$ cat src/rtl/rcmr_pkg.sv
// Shared constants and types for the relative-change max-reduce block.
// No dependencies; used by rcmr_div and relative_change_max_reduce.
`timescale 1ns / 1ps
`default_nettype none

package rcmr_pkg;

	localparam int WORD_WIDTH = 32;
	localparam int FRAC_BITS  = 16;

	localparam int DIFF_W = 31;
	localparam int TOL_W  = 31;

	// clamp width of the cell difference: min(WORD_WIDTH - 1, DIFF_W)
	localparam int LIM_W = (WORD_WIDTH - 1 < DIFF_W) ? WORD_WIDTH - 1 : DIFF_W;
	// compare width for the divider overflow check
	localparam int CMP_W = (FRAC_BITS + 1 > WORD_WIDTH) ? FRAC_BITS + 1 : WORD_WIDTH;
	// compare width for the tolerance check
	localparam int TCMP_W = (TOL_W > WORD_WIDTH) ? TOL_W : WORD_WIDTH;
	localparam int CNT_W = $clog2(WORD_WIDTH);

	localparam logic [WORD_WIDTH-1:0] ONE_FIX =
		{{(WORD_WIDTH - FRAC_BITS - 1){1'b0}}, 1'b1, {FRAC_BITS{1'b0}}};

	localparam logic [TOL_W-1:0] TOL_RESET = {{(TOL_W - 1){1'b0}}, 1'b1};

	localparam int ADDR_W = 2;
	localparam int DATA_W = 32;
	localparam logic [ADDR_W-1:0] ADDR_TOLERANCE = 2'd0;

	typedef struct packed {
		logic                    done;  // one-cycle pulse, quotient ready
		logic                    ovf;   // zero divisor or quotient above word max
		logic [WORD_WIDTH-2:0]   quo;   // quotient magnitude
	} div_res_t;

endpackage

`default_nettype wire

$ cat src/rtl/rcmr_div.sv
// Radix-2 restoring divider: (num << FRAC_BITS) / den on magnitudes, one bit a cycle.
// Depends on rcmr_pkg.
`timescale 1ns / 1ps
`default_nettype none

module rcmr_div (
	input  wire logic                             clk,
	input  wire logic                             arst_n,
	input  wire logic                             start,
	input  wire logic [rcmr_pkg::WORD_WIDTH-1:0]  num,
	input  wire logic [rcmr_pkg::WORD_WIDTH-1:0]  den,
	output rcmr_pkg::div_res_t                    res
);
	import rcmr_pkg::*;

	localparam int NW = WORD_WIDTH + FRAC_BITS;

	logic                  busy_q;
	logic                  done_q;
	logic                  ovf_q;
	logic [CNT_W-1:0]      cnt_q;
	logic [WORD_WIDTH-1:0] rem_q;
	logic [WORD_WIDTH-1:0] den_q;
	logic [WORD_WIDTH-2:0] sh_q;
	logic [WORD_WIDTH-2:0] quo_q;

	logic [NW-1:0]         n_full;
	logic [FRAC_BITS:0]    r0;
	logic [CMP_W-1:0]      r0_ext;
	logic [CMP_W-1:0]      den_ext;
	logic                  start_ovf;
	logic [WORD_WIDTH:0]   trial;
	logic [WORD_WIDTH:0]   den_t;
	logic [WORD_WIDTH:0]   sub_t;
	logic                  ge;

	// top bits of the dividend: quotient overflows when they already reach den
	assign n_full    = {num, {FRAC_BITS{1'b0}}};
	assign r0        = n_full[NW-1:WORD_WIDTH-1];
	assign r0_ext    = CMP_W'(r0);
	assign den_ext   = CMP_W'(den);
	assign start_ovf = (den == '0) || (r0_ext >= den_ext);

	assign trial = {rem_q, sh_q[WORD_WIDTH-2]};
	assign den_t = {1'b0, den_q};
	assign sub_t = trial - den_t;
	assign ge    = trial >= den_t;

	always_ff @(posedge clk or negedge arst_n) begin
		if (!arst_n) begin
			busy_q <= 1'b0;
			done_q <= 1'b0;
			cnt_q  <= '0;
		end else begin
			done_q <= 1'b0;
			if (start) begin
				if (start_ovf) begin
					done_q <= 1'b1;
				end else begin
					busy_q <= 1'b1;
					cnt_q  <= CNT_W'(WORD_WIDTH - 1);
				end
			end else if (busy_q) begin
				cnt_q <= cnt_q - 1'b1;
				if (cnt_q == CNT_W'(1)) begin
					busy_q <= 1'b0;
					done_q <= 1'b1;
				end
			end
		end
	end

	always_ff @(posedge clk) begin
		if (start) begin
			ovf_q <= start_ovf;
			den_q <= den;
			rem_q <= r0_ext[WORD_WIDTH-1:0];
			sh_q  <= n_full[WORD_WIDTH-2:0];
			quo_q <= '0;
		end else if (busy_q) begin
			rem_q <= ge ? sub_t[WORD_WIDTH-1:0] : trial[WORD_WIDTH-1:0];
			sh_q  <= {sh_q[WORD_WIDTH-3:0], 1'b0};
			quo_q <= {quo_q[WORD_WIDTH-3:0], ge};
		end
	end

	assign res.done = done_q;
	assign res.ovf  = ovf_q;
	assign res.quo  = quo_q;

endmodule

`default_nettype wire

$ cat src/rtl/relative_change_max_reduce.sv
// Top level: relative-change max-reduce over grid cells, with APB tolerance register.
// Depends on rcmr_pkg and rcmr_div.
//
// Usage:
//   Input channel (in_valid/in_stall) takes one cell per transaction: new_value,
//   previous_value (signed Q16.16) and last_cell. Output channel (out_valid/out_stall)
//   returns one transaction per cell: adjusted_previous (previous, or 1.0 when its
//   magnitude is under tolerance), and on the last cell done_res=1 with
//   max_difference = max over the grid of |new/prev - ref|; otherwise both are 0.
//   Each cell passes through the magnitude, tolerance, divider start, divider wait,
//   difference and max steps in that order. The serial divider produces one quotient
//   bit per cycle and dominates the time per cell; when the divisor is zero or the
//   quotient overflows, the divider skips its loop. in_stall is high while a cell is
//   in flight, so the block takes no new cell until the current one is through.
//   A finished result sits in the output register; the next cell may be taken while
//   it waits. If the receiver stalls and the next cell finishes, the block holds it
//   until the output register frees, then loads it.
//   Reset (arst_n low) empties the block, clears the running max and sets tolerance
//   to 1. tolerance is written at byte address 0; reads return it.
`timescale 1ns / 1ps
`default_nettype none

module relative_change_max_reduce (
	input  wire logic                              clk,
	input  wire logic                              arst_n,
	// APB configuration
	input  wire logic                              psel,
	input  wire logic                              penable,
	input  wire logic                              pwrite,
	input  wire logic [rcmr_pkg::ADDR_W-1:0]       paddr,
	input  wire logic [rcmr_pkg::DATA_W-1:0]       pwdata,
	output logic      [rcmr_pkg::DATA_W-1:0]       prdata,
	output logic                                   pready,
	// input channel
	input  wire logic                              in_valid,
	output logic                                   in_stall,
	input  wire logic [rcmr_pkg::WORD_WIDTH-1:0]   new_value,
	input  wire logic [rcmr_pkg::WORD_WIDTH-1:0]   previous_value,
	input  wire logic                              last_cell,
	// output channel
	output logic                                   out_valid,
	input  wire logic                              out_stall,
	output logic      [rcmr_pkg::WORD_WIDTH-1:0]   adjusted_previous,
	output logic      [rcmr_pkg::DIFF_W-1:0]       max_difference,
	output logic                                   done_res
);
	import rcmr_pkg::*;

	localparam logic [2:0] ST_IDLE  = 3'd0;
	localparam logic [2:0] ST_MAG   = 3'd1;
	localparam logic [2:0] ST_PREP  = 3'd2;
	localparam logic [2:0] ST_START = 3'd3;
	localparam logic [2:0] ST_WAIT  = 3'd4;
	localparam logic [2:0] ST_POST  = 3'd5;
	localparam logic [2:0] ST_MAX   = 3'd6;

	logic [2:0]            state_q;
	logic [TOL_W-1:0]      tol_q;
	logic [DIFF_W-1:0]     run_max_q;
	logic                  out_valid_q;

	// cell payload
	logic [WORD_WIDTH-1:0] new_q;
	logic [WORD_WIDTH-1:0] prev_q;
	logic                  last_q;
	logic [WORD_WIDTH-1:0] num_mag_q;
	logic [WORD_WIDTH-1:0] den_mag_q;
	logic [WORD_WIDTH-1:0] den_adj_q;
	logic [WORD_WIDTH-1:0] adj_prev_q;
	logic                  ref_one_q;
	logic                  neg_q;
	logic [DIFF_W-1:0]     diff_q;

	// output register
	logic [WORD_WIDTH-1:0] out_prev_q;
	logic [DIFF_W-1:0]     out_max_q;
	logic                  out_done_q;

	logic                  cfg_wr;
	logic                  in_acc;
	logic                  out_free;
	logic                  div_start;
	div_res_t              div_res;
	logic [TCMP_W-1:0]     den_cmp;
	logic [TCMP_W-1:0]     tol_cmp;
	logic                  below;
	logic [WORD_WIDTH-1:0] q_ext;
	logic [WORD_WIDTH-1:0] val;
	logic [DIFF_W-1:0]     diff_c;
	logic [DIFF_W-1:0]     new_max;

	// ---------------- configuration port ----------------
	assign pready = 1'b1;
	assign cfg_wr = psel && penable && pwrite && pready && (paddr == ADDR_TOLERANCE);

	always_comb begin
		prdata = '0;
		if (paddr == ADDR_TOLERANCE) begin
			prdata = DATA_W'(tol_q);
		end
	end

	always_ff @(posedge clk or negedge arst_n) begin
		if (!arst_n) begin
			tol_q <= TOL_RESET;
		end else if (cfg_wr) begin
			tol_q <= pwdata[TOL_W-1:0];
		end
	end

	// ---------------- control ----------------
	assign in_stall  = (state_q != ST_IDLE);
	assign in_acc    = in_valid && !in_stall;
	assign out_free  = !out_valid_q || !out_stall;
	assign div_start = (state_q == ST_START);

	always_ff @(posedge clk or negedge arst_n) begin
		if (!arst_n) begin
			state_q     <= ST_IDLE;
			out_valid_q <= 1'b0;
			run_max_q   <= '0;
		end else begin
			// load a finished cell, else keep a stalled result
			out_valid_q <= ((state_q == ST_MAX) && out_free) || (out_valid_q && out_stall);
			unique case (state_q)
				ST_IDLE: begin
					if (in_acc) begin
						state_q <= ST_MAG;
					end
				end
				ST_MAG:   state_q <= ST_PREP;
				ST_PREP:  state_q <= ST_START;
				ST_START: state_q <= ST_WAIT;
				ST_WAIT: begin
					if (div_res.done) begin
						state_q <= ST_POST;
					end
				end
				ST_POST:  state_q <= ST_MAX;
				ST_MAX: begin
					if (out_free) begin
						run_max_q   <= last_q ? '0 : new_max;
						state_q     <= ST_IDLE;
					end
				end
				default:  state_q <= ST_IDLE;
			endcase
		end
	end

	// ---------------- datapath ----------------
	// tolerance check on the previous magnitude
	assign den_cmp = TCMP_W'(den_mag_q);
	assign tol_cmp = TCMP_W'(tol_q);
	assign below   = den_cmp < tol_cmp;

	// |q - ref| with sign of the quotient; negative quotient adds the reference; saturated on overflow
	assign q_ext = {1'b0, div_res.quo};
	always_comb begin
		val = q_ext;
		if (ref_one_q) begin
			if (neg_q) begin
				val = q_ext + ONE_FIX;
			end else if (q_ext >= ONE_FIX) begin
				val = q_ext - ONE_FIX;
			end else begin
				val = ONE_FIX - q_ext;
			end
		end
		if (div_res.ovf || (|val[WORD_WIDTH-1:LIM_W])) begin
			diff_c = DIFF_W'({LIM_W{1'b1}});
		end else begin
			diff_c = DIFF_W'(val[LIM_W-1:0]);
		end
	end

	assign new_max = (diff_q > run_max_q) ? diff_q : run_max_q;

	always_ff @(posedge clk) begin
		if (in_acc) begin
			new_q  <= new_value;
			prev_q <= previous_value;
			last_q <= last_cell;
		end
		if (state_q == ST_MAG) begin
			num_mag_q <= new_q[WORD_WIDTH-1] ? (~new_q + 1'b1) : new_q;
			den_mag_q <= prev_q[WORD_WIDTH-1] ? (~prev_q + 1'b1) : prev_q;
		end
		if (state_q == ST_PREP) begin
			ref_one_q  <= !below;
			den_adj_q  <= below ? ONE_FIX : den_mag_q;
			adj_prev_q <= below ? ONE_FIX : prev_q;
			neg_q      <= new_q[WORD_WIDTH-1] ^ (prev_q[WORD_WIDTH-1] && !below);
		end
		if (state_q == ST_POST) begin
			diff_q <= diff_c;
		end
		if ((state_q == ST_MAX) && out_free) begin
			out_prev_q <= adj_prev_q;
			out_max_q  <= last_q ? new_max : '0;
			out_done_q <= last_q;
		end
	end

	rcmr_div u_div (
		.clk    (clk),
		.arst_n (arst_n),
		.start  (div_start),
		.num    (num_mag_q),
		.den    (den_adj_q),
		.res    (div_res)
	);

	assign out_valid         = out_valid_q;
	assign adjusted_previous = out_prev_q;
	assign max_difference    = out_max_q;
	assign done_res          = out_done_q;

endmodule

`default_nettype wire

$ cat config.mk
export PLATFORM = sky130hd
export DESIGN_NAME = relative_change_max_reduce
export DESIGN_NICKNAME = d
export VERILOG_FILES = /design/src/rtl/rcmr_pkg.sv /design/src/rtl/rcmr_div.sv /design/src/rtl/relative_change_max_reduce.sv
export SDC_FILE = /design/constraint.sdc
export NUM_CORES = 1
export LEC_CHECK = 0
export ABC_AREA = 0
export CAP_MARGIN = 25
export CELL_PAD_IN_SITES_DETAIL_PLACEMENT = 1
export CELL_PAD_IN_SITES_GLOBAL_PLACEMENT = 1
export CORE_MARGIN = 2
export CORE_UTILIZATION = 48
export CTS_BUF_LIST = sky130_fd_sc_hd__clkbuf_8
export DETAILED_ROUTE_END_ITERATION = 8
export DONT_BUFFER_PORTS = 1
export PLACE_DENSITY_LB_ADDON = 0.25
export REMOVE_ABC_BUFFERS = 1
export SLEW_MARGIN = 20
export SYNTH_ARGS = -nofsm -noshare
export SYNTH_HDL_FRONTEND = slang
export SYNTH_SLANG_ARGS = --single-unit
$ cat constraint.sdc
create_clock -name clk -period 5.1 [get_ports clk]
set_clock_uncertainty 0.2 [all_clocks]
set_input_delay 0.765 -clock clk [delete_from_list [all_inputs] [get_ports clk]]
set_output_delay 0.765 -clock clk [all_outputs]
set_load 0.01 [all_outputs]
==> results of run 1 <==
## worst max-delay path, delay by kind of cell, from the launching register on
family,cells,cell delay [ns]
xor+xnor,1,0.11
compound gates,1,0.31
flops,1,0.50
simple gates,7,2.49
## routing by layer
metal	up-vias	track usage [%]	wire [µm]
li1	7359	-	-
met1	7782	29.4	25000
met2	385	40.9	28700
met3	108	5.03	2930
met4	2	8.51	1550
met5	-	0	12
## cell families after synthesis
kind of cell	count (synthesis)	share of synthesized area [%]
compound gates	374	10.4
mux	87	3.79
simple gates	591	13.0
other cells	2	0.0326
xor+xnor	113	4.30
fa+ha+maj	120	6.56
flops	474	58.3
buf+inv	223	3.69
## final timing paths
path / from / end / slack (ns) / cells after the start
worst max register to register: prev_q[3] / den_cmp[29] / 1.22 / 9
worst min-delay path: pwdata[23] / tol_q[23] / 0.05 / 2
worst min register to register: adj_prev_q[15] / adjusted_previous[15] / 0.22 / 0
worst max-delay path: prev_q[3] / den_cmp[29] / 1.22 / 9
min in group asynchronous: arst_n / run_max_q[28] / 0.50 / 2
max in group asynchronous: arst_n / tol_q[0] / 3.79 / 2
## metrics by stage
step	utilization (%)	instances
2_1_floorplan	-	1897
4_1_cts	55.1	2767
3_5_place_dp	49.8	2531
5_1_grt	55.2	2772
6_report	55.2	2772
3_3_place_gp	49.8	2531
## registers in the layout (all words and copies together), names as in the netlist, 3 cells and up
register / count
max_difference: 31
diff_q: 31
u_div.quo_q: 31
den_cmp: 32
run_max_q: 31
num_mag_q: 32
den_adj_q: 32
adj_prev_q: 32
tol_q: 31
new_q: 32
state_q: 3
prev_q: 32
u_div.rem_q: 32
adjusted_previous: 32
u_div.den_q: 32
u_div.cnt_q: 5
u_div.sh_q: 15
## where the power goes
part | total, µW | switching, µW | internal (µW) | leakage [µW]
clock network | 3460 | 1630 | 1830 | 0.000913
registers | 6620 | 865 | 5750 | 0.00461
logic | 6570 | 3960 | 2620 | 0.00501
## layout by cell type, fill, tap and decap left out, types with 71 or more instances in the layout
| cell type | instances |
|---|---|
| o21ai_0 | 132 |
| mux2i_1 | 86 |
| inv_1 | 157 |
| nor2_1 | 82 |
| ha_1 | 119 |
| nand2_1 | 191 |
| dlygate4sd3_1 | 86 |
| clkbuf_8 | 89 |
| a21oi_1 | 74 |
| nor2b_1 | 97 |
| edfxtp_1 | 355 |
| xnor2_1 | 80 |
| dfrtp_1 | 71 |
## what timing repair did
item	in CTS	in global routing
hold buffers	87	0
buffers inserted	0	0
endpoints found under the hold margin	158	0
## final cells by class
cell class	count	area (µm²)	share of cell area, %
Multi-Input combinational cell	1287	8830	33.6
Antenna cell	2	5.00	0.0191
Inverter	136	512	1.95
Clock buffer	89	1220	4.67
Tap cell	615	769	2.93
Timing Repair Buffer	109	1100	4.20
Clock inverter	60	393	1.50
Sequential cell	474	13400	51.1
==> summary.md, run 1 <==
| Metric | Value |
|---|---|
| Outcome | `complete, no violations` |
| Netlist cell types | `between 70 and 80` |
| Setup CP Type | `reg2reg` |
| RSZ-0062 raised after global routing | `no` |
| Drt pass-1 iters | `5` |
| Fin Setup TNS | `0 ns` |
| Yosys top cell by area | `edfxtp_1` |
| Cell Pwr Density | `634 nW/µm²` |
| Die height | `around 220 µm` |
| Post-route ant nets | `0` |
| I/O pins | `205` |
| Sequential share of the synthesized area | `58.3%` |
| Routed WL per cell | `21.0 µm` |
| Vias in the first global route | `roughly 17000` |
| Synthesized area per cell | `roughly 12 µm²` |
| Clk_lat worst skew | `around 0.67 ns` |
| Vias per cell | `5.64` |
| Final Max Slew Viols | `0` |
| Detailed placer's ending HPWL | `39400 µm` |
| Max cap viols | `0` |
| Clock-pin slew of the registers on the worst-case setup and hold paths | `approximately 0.06 ns` |
| Vias post-DR | `between 15000 and 20000` |
| Initial DRC Count | `between 800 and 900` |
| CP max-delay cell | `edfxtp_1` |
| H-tree Lvls | `3` |
| Post-Synthesis Cells | `between 1500 and 2000` |
| Root Buffer | `clkbuf_8` |
| GRT overflow | `0` |
| Critical path fanouts, max | `5` |
| CTS tree | `yes` |
| Headroom to the max-slew limit | `35.2%` |
| Die Footprint | `49700 µm²` |
| Total CTS buffers | `80` |
| Warnings from Yosys | `0` |
| Crit-path max cell delay | `0.50 ns` |
| Place WS | `between 1 and 1.5 ns` |
| Crit. End Element | `flop` |
| Worst vdd ir | `roughly 310 µV` |
| Post-Syn Area | `between 20000 and 25000 µm²` |
| Final Cell Area | `~26000 µm²` |
| Initial core utilization | `around half` |
| Final Total Pwr | `between 15000 and 20000 µW` |
| Cell Chain, Critical Path | `nor3_2, nand3_1, or3_4, or4_4, or3_4, or3_4, or3_4, o41ai_4, xnor2_1` |
| Final period util | `76.0%` |
| Fin. Hold Viols | `0` |
| FF+latch count, synth | `between 400 and 500` |
| First-pass GRT wire length | `92700 µm` |
| Max Fclk | `around 260 MHz` |
| Core box area | `around 48000 µm²` |
| Post-synth EDFFs | `355` |
| GP Congestion | `0.827` |
| Chip width | `223 µm` |
| Req. time, crit path | `between 5 and 6 ns` |
| Post-CTS sizing | `0` |
| P&R area growth vs syn | `14.0%` |
| Startpoint Class | `flop` |
| Top cell type's share of synthesized area | `46.3%` |
| Tmin final | `between 3 and 4 ns` |
| Post-route setup slack | `~1.2 ns` |
| Final nets | `2314` |
| Filler cells | `4881` |
| Clk buf depth | `3` |
| Number of setup violations in the final report | `0` |
| Largest net degree at the start of global routing | `74` |
| Top cells by area, synth | `edfxtp_1, dfrtp_1, ha_1` |
| Share of cells above drive strength 1 | `under 10%` |
| Row Count | `80` |
| Placed Instance Area | `approximately 24000 µm²` |
| CP most frequent cell | `or3_4` |
| Worst Hold Class | `in2reg` |
| Crit path arrival time | `about 4.1 ns` |
| DRC viols | `0` |
| Initial antenna violation count | `3` |
| Most common cell in the synthesized netlist | `edfxtp_1` |
| GR Util All Layers | `a little under a quarter` |
| Least-Margin Pin Slew | `0.962 ns` |
| Sink Count | `between 400 and 500` |
| Worst hold margin | `0.0544 ns` |
| Pleak | `about 0.011 µW` |
| Commonest cells in the netlist | `edfxtp_1, nand2_1, inv_1` |
| Port-buffer cells | `0` |
| WL final | `~58000 µm` |
| Synth async-reset ratio | `between 10% and 20%` |
| Top FF cell, synth | `edfxtp_1` |
No activity file was read; power rests on OpenSTA's default activity.
==> run 2: changes to the inputs <==
--- a/config.mk
+++ b/config.mk
@@ -5,12 +5,12 @@
 export SDC_FILE = /design/constraint.sdc
 export NUM_CORES = 1
 export LEC_CHECK = 0
-export ABC_AREA = 0
+export ABC_AREA = 1
 export CAP_MARGIN = 25
 export CELL_PAD_IN_SITES_DETAIL_PLACEMENT = 1
 export CELL_PAD_IN_SITES_GLOBAL_PLACEMENT = 1
 export CORE_MARGIN = 2
-export CORE_UTILIZATION = 48
+export CORE_UTILIZATION = 51
 export CTS_BUF_LIST = sky130_fd_sc_hd__clkbuf_8
 export DETAILED_ROUTE_END_ITERATION = 8
 export DONT_BUFFER_PORTS = 1
==> constraint.sdc (replaced) <==
create_clock -name clk -period 3.9 [get_ports clk]
set_clock_uncertainty 0.2 [all_clocks]
set_input_delay 0.585 -clock clk [delete_from_list [all_inputs] [get_ports clk]]
set_output_delay 0.585 -clock clk [all_outputs]
set_load 0.01 [all_outputs]
==> summary.md, run 2 <==
| Metric | Value |
|---|---|
| Crit-path max cell delay | `around 0.39 ns` |
| Fin cells | `about 3700` |
| GR Util All Layers | `31.5%` |
| DRC viols | `0` |
| Core box area | `slightly below 50000 µm²` |
| Share of cells above drive strength 1 | `6.86%` |
| Clock-pin slew of the registers on the worst-case setup and hold paths | `0.09 ns` |
| Worst Hold Class | `in2reg` |
| Final period util | `between 80% and 90%` |
| Sink Count | `474` |
| Grt peak-use layer | `met2` |
| Post-route setup slack | `0.592 ns` |
| Tmin final | `approximately 3.3 ns` |
| CP most frequent cell | `nand2_1` |
| Vias per cell | `approximately 5.5` |
| Chip width | `approximately 230 µm` |
| Final nets | `approximately 3200` |
| Warnings from Yosys | `0` |
| Final Max Slew Viols | `0` |
| Met1 usage | `approximately two fifths` |
| Worst Reg-to-Reg Cells | `14` |
| Total CTS buffers | `between 80 and 90` |
| Setup CP Type | `reg2reg` |
| First-pass GRT wire length | `between 100000 and 150000 µm` |
| Fin. Hold Viols | `0` |
| WL final | `around 79000 µm` |
| CTS tree | `yes` |
| Row Count | `81` |
| Yosys top cell by area | `edfxtp_1` |
| Post-Syn Area | `approximately 25000 µm²` |
| Netlist cell types | `56` |
| Port-buffer cells | `0` |
| Req. time, crit path | `roughly 4.1 ns` |
| Synth async-reset ratio | `approximately 15%` |
| Reg2Reg Launch Point | `tol_q[5]` |
| Post-Synthesis Cells | `~2800` |
| Root Buffer | `clkbuf_8` |
| R2R Setup Slk | `between 0.5 and 0.6 ns` |
| Drt pass-1 iters | `5` |
| Family with the most delay on the worst path | `buffers and inverters` |
| Sw frac | `between 40 and 50%` |
| P&R area growth vs syn | `13.2%` |
| Top cells by area, synth | `edfxtp_1, nand2_1, dfrtp_1` |
| Initial DRC Count | `1436` |
| Sequential share of the synthesized area | `53.5%` |
| Detailed placer's ending HPWL | `roughly 52000 µm` |
| M3 GR Usage | `under 10%` |
| Commonest cells in the netlist | `nand2_1, inv_1, edfxtp_1` |
| Top FF cell, synth | `edfxtp_1` |
| Max cap viols | `0` |
| Initial core utilization | `roughly half` |
| Post-CTS setup buffers | `0` |
| Hold_sp | `in_valid` |
| Cell Pwr Density | `~820 nW/µm²` |
| Leading cell type in the layout, fill and taps excluded | `nand2_1` |
| Die Footprint | `between 50000 and 60000 µm²` |
| RSZ-0062 raised after global routing | `no` |
| Comb power frac | `a little over two fifths` |
| Internal Power | `approximately 13000 µW` |
| Synthesized area per cell | `roughly 8.8 µm²` |
| Cell Chain, Critical Path | `inv_1, ha_1, a21oi_1, nor2_1, a211oi_1, nand2_1, nand2_1, nand2_1, nand2_1, nand2_1, clkinv_1, buf_4, buf_4, nor2_1` |
| Pleak | `roughly 0.013 µW` |
| Headroom to the max-slew limit | `a little over a quarter` |
| FF+latch count, synth | `~470` |
| Startpoint Class | `flop` |
| Least-Margin Pin Slew | `about 1.1 ns` |
| H-tree Lvls | `3` |
| Clk pwr share | `19.5%` |
| Hold Path Stages | `3` |
| Initial antenna violation count | `3` |
| Post-route ant nets | `0` |
| Post-synth EDFFs | `about 360` |
| Commonest non-fill, non-tap cells in the layout | `nand2_1, inv_1, edfxtp_1` |
| Max Fclk | `about 300 MHz` |
| Crit. End Element | `flop` |
| Worst vdd ir | `482 µV` |
| Sequential power share | `37.1%` |
| # hold bufs at CTS | `100` |
| Vias post-DR | `a little over 20000` |
| Routed WL per cell | `around 21 µm` |
| Clk buf depth | `3` |
| I/O pins | `approximately 200` |
| Reg2Reg Capture Point | `den_adj_q[1]` |
| Post-CTS sizing | `0` |
| Number of setup violations in the final report | `0` |
| Crit path arrival time | `3.55 ns` |
| Net Sw Power | `10400 µW` |
| Outcome | `complete, no violations` |
| Place WS | `a little over 0.8 ns` |
| GR Util met2 | `~53%` |
| Die height | `approximately 230 µm` |
| GP Congestion | `about 0.89` |
| Vias in the first global route | `approximately 22000` |
| Top cell type's share of synthesized area | `about 43%` |
| WHS Endpoint | `prev_q[30]` |
| Largest net degree at the start of global routing | `82` |
| CP max-delay cell | `dfrtp_1` |
| Placed insts | `~3400` |
| Clk_lat worst skew | `slightly above 0.7 ns` |
| Most common cell in the synthesized netlist | `nand2_1` |
| Filler cells | `5577` |
| Critical path fanouts, max | `26` |
| CP bufs+invs | `4` |
| GRT overflow | `0` |
## run 2: changes by cell type after synthesis, moves of 74 or more
cell	change
inv_1	+297
nand3_1	+158
nor2_1	+254
nand2_1	+512
nor2b_1	-97
o21ai_0	-74
mux2i_1	-86
## run 2: routing by layer
metal  up-vias  share of wire (%)
li1       9487                  -
met1     10041                 41
met3       224                6.2
met5         -                  0
met2       745                 49
met4         0                3.9
## run 2: worst register-to-register path, delay by kind of cell (launching register included)
family / cells / cell delay, ns
fa+ha+maj: 1 / 0.28
simple gates: 7 / 0.82
flops: 1 / 0.39
compound gates: 2 / 0.47
buf+inv: 4 / 0.87
## run 2: how the worst max path moves through the flow
stage | from | end | slack (ns) | depth (start not counted)
finish | tol_q[5] | den_adj_q[1] | 0.59 | 14
global route | tol_q[5] | den_adj_q[1] | 0.50 | 14
CTS | u_div.den_q[23] | u_div.rem_q[16] | 0.79 | 14
detailed placement | u_div.den_q[23] | u_div.rem_q[16] | 0.80 | 14
global placement | u_div.den_q[24] | u_div.rem_q[16] | 0.85 | 14
floorplan | state_q[2] | u_div.cnt_q[0] | -5.71 | 6
## run 2: cell type report
cell class / instances / area (µm²) / area share, %
multi-input cells: 1841 / 9620 / 33.9
flip-flops and latches: 474 / 13400 / 47.3
inverters: 446 / 1680 / 5.91
clock buffers: 85 / 1170 / 4.12
repair buffers: 125 / 1270 / 4.46
diodes: 3 / 7.51 / 0.0265
well taps: 664 / 831 / 2.93
clock inverters: 63 / 395 / 1.39
## run 2: stage by stage
stage | instance area, µm² | setup TNS (ns) | hold WS, ns | util (%) | power (µW)
final | 28400 | 0 | 0.217 | 58.2 | 23300
after global routing | 28400 | 0 | 0.227 | 58.2 | 24900
after CTS | 28400 | 0 | 0.223 | 58.2 | 23000
after detailed placement | 25800 | 0 | 0.100 | 52.9 | 18400
after global placement | 25700 | 0 | 0.100 | 52.8 | 17700
after floorplan | 24700 | -820.31 | 0.0894 | - | 15300
## run 2: logic make-up after synthesis
group	synth area share (%)
xor+xnor	2.55
other cells	0.0300
compound gates	5.58
flops	53.5
fa+ha+maj	6.02
buf+inv	8.32
simple gates	24.0
## run 2: power by group through the flow
stage	Clock [µW]	Combinational [µW]	Sequential (µW)
floorplan	0	6990	8300
global placement	0	9160	8540
CTS	4470	9970	8570
detailed placement	0	9760	8650
finish	4540	10100	8650
global route	4770	11400	8780
==> run 3: changes to the inputs <==
--- a/config.mk
+++ b/config.mk
@@ -10,7 +10,7 @@
 export CELL_PAD_IN_SITES_DETAIL_PLACEMENT = 1
 export CELL_PAD_IN_SITES_GLOBAL_PLACEMENT = 1
 export CORE_MARGIN = 2
-export CORE_UTILIZATION = 51
+export CORE_UTILIZATION = 46
 export CTS_BUF_LIST = sky130_fd_sc_hd__clkbuf_8
 export DETAILED_ROUTE_END_ITERATION = 8
 export DONT_BUFFER_PORTS = 1
==> constraint.sdc (replaced) <==
create_clock -name clk -period 3 [get_ports clk]
set_clock_uncertainty 0.2 [all_clocks]
set_input_delay 0.45 -clock clk [delete_from_list [all_inputs] [get_ports clk]]
set_output_delay 0.45 -clock clk [all_outputs]
set_load 0.01 [all_outputs]
==> summary.md, run 3 (synthesis results as in run 2) <==
| Metric | Value |
|---|---|
| Outcome | `complete, no violations` |
| Max Fclk | `roughly 360 MHz` |
| WL final | `approximately 74000 µm` |
| Number of setup violations in the final report | `0` |
| Initial DRC Count | `1115` |
| Req. time, crit path | `3.21 ns` |
| CP most frequent cell | `nand2_1` |
| Metal3 WL | `around 4000 µm` |
| Row Count | `85` |
| R2R Setup Slk | `about 0.22 ns` |
| Reg2Reg Capture Point | `num_mag_q[27]` |
| Commonest non-fill, non-tap cells in the layout | `nand2_1, inv_1, edfxtp_1` |
| Final Max Slew Viols | `0` |
| Sink Count | `between 400 and 500` |
| Max cap viols | `0` |
| P&R area growth vs syn | `14.5%` |
| Post-CTS setup buffers | `0` |
| Worst vdd ir | `499 µV` |
| Total CTS buffers | `a little over 80` |
| Crit-path max cell delay | `approximately 0.46 ns` |
| Setup CP Type | `reg2reg` |
| Least-Margin Pin Slew | `roughly 0.90 ns` |
| Post-route setup slack | `roughly 0.22 ns` |
| Die Footprint | `56400 µm²` |
| GRT overflow | `0` |
| GP Congestion | `around 0.87` |
| Hold_sp | `penable` |
| Drt pass-1 iters | `5` |
| Final nets | `between 3000 and 4000` |
| GR Util All Layers | `a little over a quarter` |
| Routed WL per cell | `approximately 20 µm` |
| Chip width | `roughly 240 µm` |
| Clk buf depth | `3` |
| Clk_lat worst skew | `~0.70 ns` |
| Vias per cell | `between 5 and 6` |
| DRC viols | `0` |
| Core box area | `approximately 54000 µm²` |
| Vias in the first global route | `~21000` |
| Vias post-DR | `about 20000` |
| Share of cells above drive strength 1 | `7.45%` |
| Initial antenna violation count | `2` |
| Pleak | `0.0131 µW` |
| Post-route ant nets | `0` |
| Fin cells | `roughly 3800` |
| Critical path fanouts, max | `5` |
| CTS tree | `yes` |
| Fin. Hold Viols | `0` |
| Leading cell type in the layout, fill and taps excluded | `nand2_1` |
| I/O pins | `205` |
| Wl on met1 | `about 32000 µm` |
| H-tree Lvls | `3` |
| Cell Pwr Density | `~1100 nW/µm²` |
| First-pass GRT wire length | `approximately 120000 µm` |
| Crit path arrival time | `roughly 3.0 ns` |
| Worst Hold Class | `in2reg` |
| Worst Reg-to-Reg Cells | `9` |
| Die height | `237 µm` |
| Largest net degree at the start of global routing | `74` |
| Placed insts | `around 3500` |
| Reg2Reg Launch Point | `new_q[2]` |
| Clock-pin slew of the registers on the worst-case setup and hold paths | `0.06 ns` |
| Crit. End Element | `flop` |
| Root Buffer | `clkbuf_8` |
| Initial core utilization | `between 40 and 50%` |
| Port-buffer cells | `0` |
| CP max-delay cell | `edfxtp_1` |
| Final period util | `between 90% and 100%` |
| Top Layer Used | `met5` |
| CP bufs+invs | `0` |
| WHS Endpoint | `tol_q[23]` |
| Detailed placer's ending HPWL | `approximately 50000 µm` |
| Met2 wire length | `around 36000 µm` |
| RSZ-0062 raised after global routing | `no` |
| Cell Chain, Critical Path | `nor3_2, nand3_1, nor2_1, nand4_1, nor2_1, nand2_1, nand2_1, nand2_1, xor2_1` |
| Hold Path Stages | `4` |
| Startpoint Class | `flop` |
| Headroom to the max-slew limit | `between 30 and 40%` |
| Tmin final | `around 2.8 ns` |
| Family with the most delay on the worst path | `simple AND/OR/NAND/NOR gates` |
| Place WS | `roughly 0.31 ns` |
[run 3: cell count changes in the layout (fill, tap and decap cells not counted), moves of 2 or more]
| cell | change |
|---|---|
| dlygate4sd3_1 | +6 |
| inv_8 | +2 |
| bufinv_16 | -2 |
| clkinv_2 | -6 |
| buf_8 | -2 |
| buf_12 | +7 |
| clkinv_4 | +2 |
| buf_4 | +11 |
| diode_2 | -2 |
| clkinv_8 | -2 |
| clkbuf_8 | +6 |
[run 3: report_power, final]
| part | leakage, µW | internal (µW) | switching, µW |
|---|---|---|---|
| Combinational | 0.00765 | 4360 | 9000 |
| Sequential | 0.00455 | 9760 | 1310 |
| Clock | 0.000905 | 2930 | 2950 |
[run 3: how the worst max path moves through the flow]
stage                               start               to  slack (ns)  cells past startpoint
after floorplan                state_q[2]   u_div.cnt_q[0]       -6.61                      6
after global placement    u_div.den_q[23]   u_div.rem_q[8]        0.38                     14
after detailed placement        prev_q[0]      den_cmp[30]        0.31                     10
after CTS                  u_div.sh_q[30]  u_div.rem_q[14]        0.29                     15
after global routing      u_div.den_q[22]  u_div.rem_q[14]        0.01                     13
final                            new_q[2]    num_mag_q[27]        0.22                      9
[run 3: repair_timing]
item | CTS | global route
endpoints found under the setup margin | 0 | 1
resized for setup | 0 | 1
hold buffers | 106 | 0
hold endpoints to repair | 175 | 0
[run 3: cell type report]
cell class,count,area (µm²)
flip-flops and latches,474,13400
well taps,696,871
inverters,446,1680
diodes,1,2.50
clock inverters,62,340
repair buffers,148,1550
fillers,6258,25100
multi-input cells,1841,9620
clock buffers,91,1250
[run 3: through the flow]
step / TNS, ns / cell area (µm²) / util, % / power (µW) / hold WS, ns
finish: 0 / 28700 / 53.4 / 30300 / 0.127
global route: 0 / 28700 / 53.4 / 32700 / 0.132
CTS: 0 / 28700 / 53.3 / 30300 / 0.0804
detailed placement: 0 / 26000 / 48.3 / 24200 / -0.0314
global placement: 0 / 26000 / 48.3 / 23400 / -0.0321
floorplan: -1227.87 / 24700 / - / 19900 / -0.0456
[run 3: metal layers]
metal  track usage [%]  up-vias
li1                  -     9526
met1              33.8     9734
met2              44.9      495
met3              5.35      130
met4              8.94        2
met5                 0        -
[run 3: worst min-delay path, stage by stage]
cell     delay (ns)
nand4_1        0.12
buf_4          0.23
nor2_1         0.12
a21oi_1        0.06
